**src/sv/hse_pkg.sv**
```systemverilog
`timescale 1ns / 1ps
package hse_pkg;

    localparam int MAX_KNOTS = 64;
    localparam int KNOT_AW   = $clog2(MAX_KNOTS);
    localparam int FRAC_BITS = 16;
    localparam int S_BITS    = 30;
    localparam int KC_W      = 7;
    localparam int TOL_W     = 16;
    localparam int T_W       = 32;
    localparam int V_W       = 32;
    localparam int IDX_W     = 6;
    localparam int OP_W      = 34;
    localparam int PROD_W    = 2 * OP_W;
    localparam int ACC_W     = PROD_W + 1;
    localparam int DATA_W    = 2 * V_W + 1;

    localparam int S_TDATA_W = 136;
    localparam int M_TDATA_W = 40;

    localparam logic REG_KNOT_COUNT = 1'b0;
    localparam logic REG_SNAP_TOL   = 1'b1;

    typedef enum logic {
        ACT_WRITE = 1'b0,
        ACT_QUERY = 1'b1
    } action_t;

    typedef enum logic [1:0] {
        STAT_VALID   = 2'd0,
        STAT_WRITTEN = 2'd1,
        STAT_EARLY   = 2'd2,
        STAT_LATE    = 2'd3
    } status_t;

    typedef struct packed {
        action_t           action;
        logic [IDX_W-1:0]  knot_index;
        logic [T_W-1:0]    knot_time;
        logic [V_W-1:0]    knot_position;
        logic [V_W-1:0]    knot_velocity;
        logic              has_velocity;
        logic [T_W-1:0]    query_time;
    } hse_item_t;

endpackage

```
**src/sv/hse_front.sv**
```systemverilog
`timescale 1ns / 1ps
module hse_front (
    input  logic                         aclk,
    input  logic                         aresetn,
    input  logic                         s_tvalid,
    output logic                         s_tready,
    input  logic [hse_pkg::S_TDATA_W-1:0] s_tdata,
    input  logic                         s_tuser,
    output logic                         out_valid,
    input  logic                         out_ready,
    output hse_pkg::hse_item_t           out_item
);
    import hse_pkg::*;

    hse_item_t  fifo_reg [2];
    logic       wptr_reg, rptr_reg;
    logic [1:0] count_reg;
    hse_item_t  item_in;
    logic       push, pop;

    // Field layout on tdata from bit 0 up: index, time, position, velocity, flag, query.
    always_comb begin
        item_in.action        = action_t'(s_tuser);
        item_in.knot_index    = s_tdata[5:0];
        item_in.knot_time     = s_tdata[37:6];
        item_in.knot_position = s_tdata[69:38];
        item_in.knot_velocity = s_tdata[101:70];
        item_in.has_velocity  = s_tdata[102];
        item_in.query_time    = s_tdata[134:103];
    end

    assign s_tready  = (count_reg != 2'd2);
    assign out_valid = (count_reg != 2'd0);
    assign out_item  = fifo_reg[rptr_reg];
    assign push      = s_tvalid && s_tready;
    assign pop       = out_valid && out_ready;

    always_ff @(posedge aclk) begin
        if (!aresetn) begin
            wptr_reg  <= 1'b0;
            rptr_reg  <= 1'b0;
            count_reg <= 2'd0;
        end else begin
            if (push) begin
                fifo_reg[wptr_reg] <= item_in;
                wptr_reg           <= ~wptr_reg;
            end
            if (pop) begin
                rptr_reg <= ~rptr_reg;
            end
            count_reg <= count_reg + {1'b0, push} - {1'b0, pop};
        end
    end
endmodule

```
**config.mk**
```make
export PLATFORM = sky130hd
export DESIGN_NAME = hse_front
export DESIGN_NICKNAME = d
export VERILOG_FILES = /design/src/sv/hse_pkg.sv /design/src/sv/hse_front.sv
export SDC_FILE = /design/constraint.sdc
export NUM_CORES = 1
export LEC_CHECK = 0
export BUFFER_PORTS_ARGS = -buffer_cell sky130_fd_sc_hd__buf_2
export CORE_MARGIN = 2
export CORE_UTILIZATION = 30
export DETAILED_ROUTE_END_ITERATION = 10
export PLACE_DENSITY_LB_ADDON = 0.15
export SLEW_MARGIN = 20
export SYNTH_ARGS = -nofsm -noshare
export SYNTH_HDL_FRONTEND = slang
export SYNTH_SLANG_ARGS = --single-unit
```
**constraint.sdc**
```tcl
create_clock -name aclk -period 6.91 [get_ports aclk]
set_input_delay 1.0365 -clock aclk [delete_from_list [all_inputs] [get_ports aclk]]
set_output_delay 1.0365 -clock aclk [all_outputs]
set_load 0.05 [all_outputs]
```
* After elaboration in Yosys (flattened, before gate mapping) *
Memories as Yosys holds them, arrays and structs flattened. A register that Yosys moved wholly into a read port is not among the register bits.
Index checks and enable logic that the tools add are counted.

word-level totals
  memories = 1
  output and inout port bits = 138
  word-level logic and storage cells = 17
  memory bits (writable) = 272
  register bits after elaboration = 4

cells by class
  $add $sub $neg = 2
  multiplexer cells = 5
  eq/ne operators = 1
  reductions and logical operators = 3
  bitwise logic cells = 2

memory list
  name      depth  width  read ports  clocked after Yosys merged registers in  wr ports  RTL line         RTL
  fifo_reg  2      136    1           1                                        1         hse_front.sv:15  hse_item_t fifo_reg [2];

operators by type and width
  operator                                       number
  2-to-1 mux 1 bit                               5
  adder 2 x 1 -> 2 bit                           1
  logical AND 1 bit                              2
  inequality test 2 bit (second input constant)  1
  NOT 1 bit                                      2
  nonzero test 2 bit                             1
  subtractor 2 x 1 -> 2 bit                      1

* Longest topological paths before layout *
Gate-level depths: netlist of run 1.

  depth after elaboration = 5
  depth in mapped cells = 9
  depth with buffers taken out = 9

* Worst setup path before layout of run 1 *
OpenSTA, ideal clock, no wires.

  path type = input to register
  start = in aresetn
  end = mem fifo_reg[0][0] in the netlist's numbering, enable pin
  arrival time = 6.794 ns
  stages on the path = 2
  buffers on the path = 0
  data required time = 6.276 ns
  setup time = 0.634 ns
  path slack = -0.518 ns
  path through = nand3_1 > nor2_1

between the ends
  cells in the longest elaborated chain, start to end = 2

ends and longest elaborated chain
  element                                 RTL line         RTL
  start: declaration                      hse_front.sv:4   input logic aresetn,
  2-to-1 mux 1 bit                        hse_front.sv:39  if (!aresetn) begin
  2-to-1 mux 1 bit (not written as such)  hse_front.sv:45  fifo_reg[wptr_reg] <= item_in;
  end: declaration                        hse_front.sv:15

Every way passes these cells.

==> results.txt, run 1 <==
CTS buffer count: 30
First-iteration detailed-routing DRC count: 213
VDD IR max: 225.0 µV
LEAKAGE: 4.813 nW
Top cell type's share of synthesized area: 80.10%
Hold Path End: rptr_reg
Critical-path maximum fanout: 104
Crit path required time: 5870 ps
Fraction of layout cells with a size suffix above 1: 60.18%
Chip width: 188.4 µm
Clock sinks: 277
Hold WC Path Type: register to register
FF-to-FF Start: count_reg[0]
CP Class: register to output port
Mapped cell area: 0.01020 mm²
DR vias/cell: 4.209
Clock root buffer: clkbuf_16
# IOs: 279
Post-Synthesis Cells: 448
Clk network pwr share: 29.7%
Synth warn: 0
CP startpoint kind: register
Initial antenna violation count: 0
Hold_sp: rptr_reg
Hold Fails Final Rpt: 0
Number of flip-flops in the largest register: 272
Hold Buf Count CTS: 0
Logic pwr share: 29.5%
CP max stage delay: 740 ps
Worst path cell trace: buf_12, mux2_2, buf_2
First-pass detailed-route iteration total: 4
Resize count post-CTS: 0
Synth area leaders: edfxtp_1 (80%), mux2_2 (11%), mux2_4 (5.9%)
Congestion Overflow GR: 0
Flop-to-flop setup slack: 4420 ps
Register bit total from synthesis: 277
Final setup fails: 0
Slew Viols, Final: 0
Reg area: 0.008272 mm²
Die Span Y: 188.4 µm
Pwr Total: 5.040 mW
Slowest CP cell: dfxtp_4
Flop pwr share: 40.8%
Max Cap Viol: 0
CTS tree: done
Initial Util: 30.41%
Pwr dens: 386.4 mW/mm²
Slew @ Worst Pin: 940.4 ps
Worst path arrival time: 2550 ps
R2R depth: 4
Top Family by Delay on Critical Path: buffers and inverters
Most common cell in the synthesized netlist: edfxtp_1
Multi-input gate area: 0.001822 mm²
Post-synth EDFFs: 272
Synthesized Nets: 591
Clock latency on the worst-skew pair: 540 ps
DR vias: 5131
Die ar.: 0.03548 mm²
# diodes: 0
Setup Skew: 9.061 ps
HPWL after detailed placement: 13130 µm
GRT Total Usage: 10.81%
TNS Setup: 0 ps
Row cnt: 67
RSZ-0062 raised after global routing: no
Sequential-to-total area share from yosys stat: 81.08%
Synth unique cells: 19
Filler instances: 3143
Post-DRT Antenna Nets: 0
Tcrit/Tclk final: 51.94%
Commonest cells in the netlist: edfxtp_1 (272), mux2_2 (96), mux2_4 (40), buf_2 (9), buf_6 (6)
Global-route wire length before repair: 30450 µm
Avg Cell Area, Syn: 22.76 µm²
CP Capture Type: output port
Switching Power: 1.704 mW
Max Fclk: 0.2786 GHz
Internal Power: 3.336 mW
Setup bufs post-CTS: 0
Rel. slew slack: 37.31%
Synth Flop Type: edfxtp_1
Asr flop ratio synth: 0%
Clock Pin Slew Worst Setup and Hold Paths: 60 ps
Vias in the first global route: 5551
Final wirelength: 19910 µm
WL per Instance: 16.33 µm
Final min period: 3589 ps
Status: complete, no violations
Gp weighted congestion: 0.7114
DRC Markers: 0
Min-Delay Path Depth: 2
Cell taking the most area after synthesis: edfxtp_1
Largest net degree at the start of global routing: 105
Max Buffers Root-to-Sink: 3
Nets: 890
Buffer and inverter count on the worst path: 2
Switching share of power: 33.81%
PortBufs: 277
H-tree levels: 1
Worst r2r dst: fifo_reg[0][107]
CORE AREA: 0.03353 mm²
Area grow syn2layout: 27.91%
==> power groups by stage <==
| stage | Clock [mW] | Combinational, mW | Sequential [mW] |
|---|---|---|---|
| 2_1_floorplan | 0 | 1.23 | 2.07 |
| 3_3_place_gp | 0 | 1.50 | 2.09 |
| 3_5_place_dp | 0 | 1.51 | 2.10 |
| 4_1_cts | 1.56 | 1.51 | 2.06 |
| 5_1_grt | 1.63 | 1.56 | 2.07 |
| 6_report | 1.50 | 1.49 | 2.06 |
==> placed cells by master, fill, tap and decap left out, drive strengths merged <==
master    synthesis  final
buf              15    282
edfxtp          272    272
mux2            136    136
clkbuf            0     45
clkinv            0      9
dfxtp             5      5
and2              3      3
xnor2             3      3
inv               2      2
nor2b             2      2
ha                2      2
o21a              1      1
or2               1      1
nand2b            1      1
and3              1      1
nand3             1      1
nor2              1      1
nand2             1      1
o22ai             1      1
clkinvlp          0      1
bufinv            0      1
==> cells by family (layout without fill, tap and decap cells) <==
logic type	Yosys count	in the layout	synth area share, %
DFF	277	277	81.08
muxes	136	136	16.49
buffers and inverters	17	340	1.178
and+or+nand+nor	11	11	0.6135
xor gates and xnor gates	3	3	0.2577
adders and majority gates	2	2	0.2454
AOI/OAI and AO/OA	2	2	0.1350
==> routing by layer <==
metal  up-vias  global-route usage [%]  share of wire [%]
met3        40                   3.557                8.4
met1      2506                   13.51                 42
met4         0                   3.816                3.2
met5         -                       0                  0
met2       203                   17.61                 46
li1       2382                       -                  -
==> worst max-delay path by stage <==
stage	endpoint	slack [ps]	startpoint	depth (start not counted)
final	out_item[76]	3320	register	3
after global placement	fifo_reg[0][135]	3810	aresetn	4
after global routing	out_item[82]	3170	register	3
after floorplan	fifo_reg[0][0]	1770	aresetn	2
after detailed placement	fifo_reg[0][135]	3760	aresetn	4
after CTS	out_item[23]	3210	register	3
==> worst min-delay path, delay by kind of cell (launching register included) <==
family	cells	cell delay, ps
flops	1	320
simple gates	1	100
xor+xnor	1	80
==> metrics by stage <==
stage               worst slack, ps  cell area [µm²]  hold WS, ps  utilization [%]  cells
finish                         3321            13040        540.6            38.90   1219
global route                   3169            13040        574.8            38.90   1219
CTS                            3212            13040        550.8            38.90   1219
detailed placement             3758            12100        536.4            36.08   1163
global placement               3813            12100        519.1            36.08   1163
floorplan                      1772            10200        480.2                -    448
==> area by class of cell <==
cell class / instances / area share [%]
well taps: 448 / 4.297
clock inverters: 11 / 0.5947
flip-flops and latches: 277 / 63.41
inverters: 2 / 0.05755
clock buffers: 45 / 6.657
multi-input cells: 154 / 13.97
repair buffers: 282 / 11.01
Note: power is estimated with default switching activity, not from simulation.
==> run 2, diff against run 1 <==
==> constraint.sdc (replaced) <==
create_clock -name aclk -period 2.9 [get_ports aclk]
set_input_delay 0.435 -clock aclk [delete_from_list [all_inputs] [get_ports aclk]]
set_output_delay 0.435 -clock aclk [all_outputs]
set_load 0.05 [all_outputs]
==> results.txt, run 2 (synthesis results as in run 1) <==
Status: complete, no violations
Max Buffers Root-to-Sink: 3
CORE AREA: 0.03353 mm²
Fraction of layout cells with a size suffix above 1: 60.70%
Hold Fails Final Rpt: 0
Die Span Y: 188.4 µm
Vias in the first global route: 5417
Critical-path maximum fanout: 58
Setup bufs post-CTS: 0
# IOs: 279
Nets: 896
VDD IR max: 570.9 µV
Clock latency on the worst-skew pair: 540 ps
GRT Total Usage: 11.10%
Initial Util: 30.41%
LEAKAGE: 4.862 nW
Max Fclk: 0.3778 GHz
DRC Markers: 0
CTS buffer count: 30
Hold WS: 76.99 ps
Rel. slew slack: 55.06%
Post-DRT Antenna Nets: 0
Gp weighted congestion: 0.7047
Placement Setup Slack: 792.9 ps
CP startpoint kind: register
Slew @ Worst Pin: 674.0 ps
Setup Skew: 12.91 ps
Clock root buffer: clkbuf_16
First-iteration detailed-routing DRC count: 234
CP Capture Type: output port
First-pass detailed-route iteration total: 4
Crit path required time: 2470 ps
DR vias/cell: 4.206
Tcrit/Tclk final: 91.27%
Row cnt: 67
Final wirelength: 20510 µm
Switching Power: 4.107 mW
WL per Instance: 16.73 µm
H-tree levels: 1
Max Cap Viol: 0
Clk network pwr share: 30.1%
Final worst setup slack: 253.1 ps
Clock Pin Slew Worst Setup and Hold Paths: 60 ps
TNS Setup: 0 ps
Flop pwr share: 40.2%
Slew Viols, Final: 0
Number of flip-flops in the largest register: 272
Flop-to-flop setup slack: 910 ps
Largest net degree at the start of global routing: 59
Most frequent cells in the layout: buf_2 (277), edfxtp_1 (272), mux2_2 (96)
Hold WC Path Type: primary input to register
Initial antenna violation count: 2
Internal Power: 8.057 mW
DR vias: 5156
Resize count post-CTS: 0
Clock sinks: 277
PortBufs: 277
RSZ-0062 raised after global routing: no
Global-route wire length before repair: 30940 µm
CP Class: register to output port
Die ar.: 0.03548 mm²
Congestion Overflow GR: 0
Logic pwr share: 29.7%
HPWL after detailed placement: 13850 µm
Pwr dens: 923.9 mW/mm²
Final core occ: 39.26%
Leading cell type in the layout, fill and taps excluded: buf_2
Final min period: 2647 ps
CTS tree: done
Area grow syn2layout: 29.10%
Chip width: 188.4 µm
Switching share of power: 33.76%
Hold Buf Count CTS: 0
Final setup fails: 0
Worst path arrival time: 2210 ps
==> run 2: cell count changes in the layout (fill, tap and decap cells not counted), moves of 3 or more <==
cell,change
clkbuf_1,-3
buf_12,+3
clkinv_1,+4
buf_4,+3
clkbuf_8,-4
==> run 2: metal layers <==
metal  track usage (%)  routed length [µm]  up-vias
met5                 0                   0        -
met4             3.185                 516        0
met3             3.744                1703       32
met2             18.88                9971      191
met1             13.45                8314     2537
li1                  -                   -     2396
==> run 2: layout make-up <==
type / count / area, µm²
timing repair buffer: 288 / 1519
inverter: 2 / 7.507
sequential: 277 / 8273
clock inverter: 17 / 156.4
fill: 3119 / 20370
tap: 448 / 560.5
multi-input combinational: 154 / 1842
antenna: 2 / 5.005
clock buffer: 38 / 802.0
==> run 2: power groups by stage <==
stage          clock [mW]  combinational (mW)  sequential, mW
4_1_cts              3.79                3.67            4.89
3_5_place_dp            0                3.66            4.98
2_1_floorplan           0                2.94            4.91
3_3_place_gp            0                3.65            4.96
6_report             3.66                3.62            4.89
5_1_grt              3.95                3.80            4.92
==> run 2: stage by stage <==
stage,std cells,instance area [µm²],power [mW]
after global routing,1226,13170,12.67
after CTS,1224,13160,12.36
after detailed placement,1169,12200,8.642
after floorplan,448,10230,7.850
final,1226,13170,12.16
after global placement,1169,12200,8.605
==> run 2: path summary, 6_finish.rpt <==
check,from,endpoint,depth (start not counted)
hold reg to reg,wptr_reg,wptr_reg,2
hold / removal,s_tdata[88],fifo_reg[0][51],1
setup reg to reg,count_reg[0],fifo_reg[1][90],4
setup / recovery,register,out_item[10],3
==> run 2: worst max-delay path, cell delays in order, from the launching register on <==
cell     delay (ps)
dfxtp_4         640
buf_12          330
mux2_2          390
buf_2           210
==> run 3, diff against run 2 <==
--- a/config.mk
+++ b/config.mk
@@ -10,6 +10,7 @@
 export CORE_UTILIZATION = 30
 export DETAILED_ROUTE_END_ITERATION = 10
 export PLACE_DENSITY_LB_ADDON = 0.15
+export RECOVER_POWER = 50
 export SLEW_MARGIN = 20
 export SYNTH_ARGS = -nofsm -noshare
 export SYNTH_HDL_FRONTEND = slang
==> results.txt, run 3 (synthesis results as in run 1) <==
Final worst setup slack: 256.2 ps
CP Class: register to output port
DRC Markers: 0
H-tree levels: 1
Max Fclk: 0.3782 GHz
Final wirelength: 20470 µm
Global-route wire length before repair: 30940 µm
# diodes: 0
Placed Instance Area: 0.01220 mm²
Status: complete, no violations
Row cnt: 67
First-iteration detailed-routing DRC count: 234
Chip width: 188.4 µm
Rel. slew slack: 29.12%
Hold Fails Final Rpt: 0
PortBufs: 277
Max Cap Viol: 0
Flop-to-flop setup slack: 490 ps
Die ar.: 0.03548 mm²
Clock sinks: 277
Final instance area: 0.01304 mm²
Filler instances: 3168
R2R depth: 4
LEAKAGE: 4.644 nW
Number of flip-flops in the largest register: 272
Die Span Y: 188.4 µm
Setup bufs post-CTS: 0
DR vias: 5163
Final setup fails: 0
DR vias/cell: 4.218
Placed Cells: 1169
Finished Layout Cells: 1224
Nets: 896
Crit path required time: 2470 ps
Critical-path maximum fanout: 58
CP startpoint kind: register
HPWL after detailed placement: 13850 µm
Leading cell type in the layout, fill and taps excluded: edfxtp_1
Resize count post-CTS: 0
Initial antenna violation count: 0
CORE AREA: 0.03353 mm²
RSZ-0062 raised after global routing: no
WL per Instance: 16.73 µm
Slew @ Worst Pin: 1063 ps
Setup Skew: 12.88 ps
CP Capture Type: output port
Most frequent cells in the layout: edfxtp_1 (272), buf_2 (199), mux2_2 (96)
Clock root buffer: clkbuf_16
GRT Total Usage: 11.10%
Vias in the first global route: 5417
Pwr dens: 930.5 mW/mm²
CTS buffer count: 30
Critical Path End: out_item[10]
CTS tree: done
Hold WC Path Type: primary input to register
VDD IR max: 571.0 µV
Placement Setup Slack: 792.9 ps
Initial Util: 30.41%
FF-to-FF Start: count_reg[0]
First-pass detailed-route iteration total: 4
Tcrit/Tclk final: 91.16%
Final min period: 2644 ps
# IOs: 279
Hold WS: 77.43 ps
Clock Pin Slew Worst Setup and Hold Paths: 60 ps
Area grow syn2layout: 27.88%
Clock latency on the worst-skew pair: 540 ps
Post-DRT Antenna Nets: 0
Hold Buf Count CTS: 0
Worst path arrival time: 2210 ps
Slew Viols, Final: 0
Fraction of layout cells with a size suffix above 1: 50.26%
Pwr Total: 12.13 mW
Congestion Overflow GR: 0
Gp weighted congestion: 0.7047
Max Buffers Root-to-Sink: 3
Largest net degree at the start of global routing: 59
Worst r2r dst: fifo_reg[1][90]
[run 3: cell types whose count changed in the layout (fill, tap and decap cells not counted), sizes merged]
cell | previous run | this run
buf | 288 | 209
clkbuf | 38 | 117
diode | 2 | 0
[run 3: worst min-delay path by stage]
| stage | from | end | slack, ps | cells after the start |
|---|---|---|---|---|
| 2_1_floorplan | wptr_reg | wptr_reg | 500 | 2 |
| 3_3_place_gp | wptr_reg | wptr_reg | 520 | 2 |
| 3_5_place_dp | rptr_reg | register | 530 | 2 |
| 4_1_cts | s_tdata[7] | fifo_reg[1][98] | 40 | 1 |
| 5_1_grt | s_tdata[97] | fifo_reg[1][60] | 50 | 1 |
| 6_report | s_tdata[88] | fifo_reg[0][51] | 80 | 1 |
[run 3: through the flow]
step                      util (%)  TNS [ps]
after global placement       36.39         0
after global routing         38.89         0
final                        38.89         0
after floorplan                  -    -27870
after detailed placement     36.39         0
after CTS                    39.25         0
[run 3: worst max-delay path, stage by stage, from the launching register on]
cell	delay, ps
dfxtp_4	640
buf_12	330
mux2_2	390
buf_2	210
[run 3: power by group]
group / total, mW / switching [mW] / internal (mW)
Sequential: 4.88 / 0.129 / 4.75
Combinational: 3.59 / 2.52 / 1.07
Clock: 3.66 / 1.45 / 2.21
Total: 12.1 / 4.10 / 8.03
[run 3: layout make-up]
| type | count | area (µm²) | area share, % |
|---|---|---|---|
| Clock buffer | 38 | 802.0 | 6.150 |
| Clock inverter | 17 | 156.4 | 1.199 |
| Inverter | 2 | 7.507 | 0.05757 |
| Multi-Input combinational cell | 154 | 1823 | 13.98 |
| Sequential cell | 277 | 8272 | 63.43 |
| Tap cell | 448 | 560.5 | 4.299 |
| Timing Repair Buffer | 288 | 1419 | 10.88 |
[run 3: metal layers]
layer / global-route usage, % / up-vias / share of wire, %
li1: - / 2394 / -
met1: 13.45 / 2544 / 41
met2: 18.88 / 194 / 49
met3: 3.744 / 31 / 8.3
met4: 3.185 / 0 / 2.5
met5: 0 / - / 0
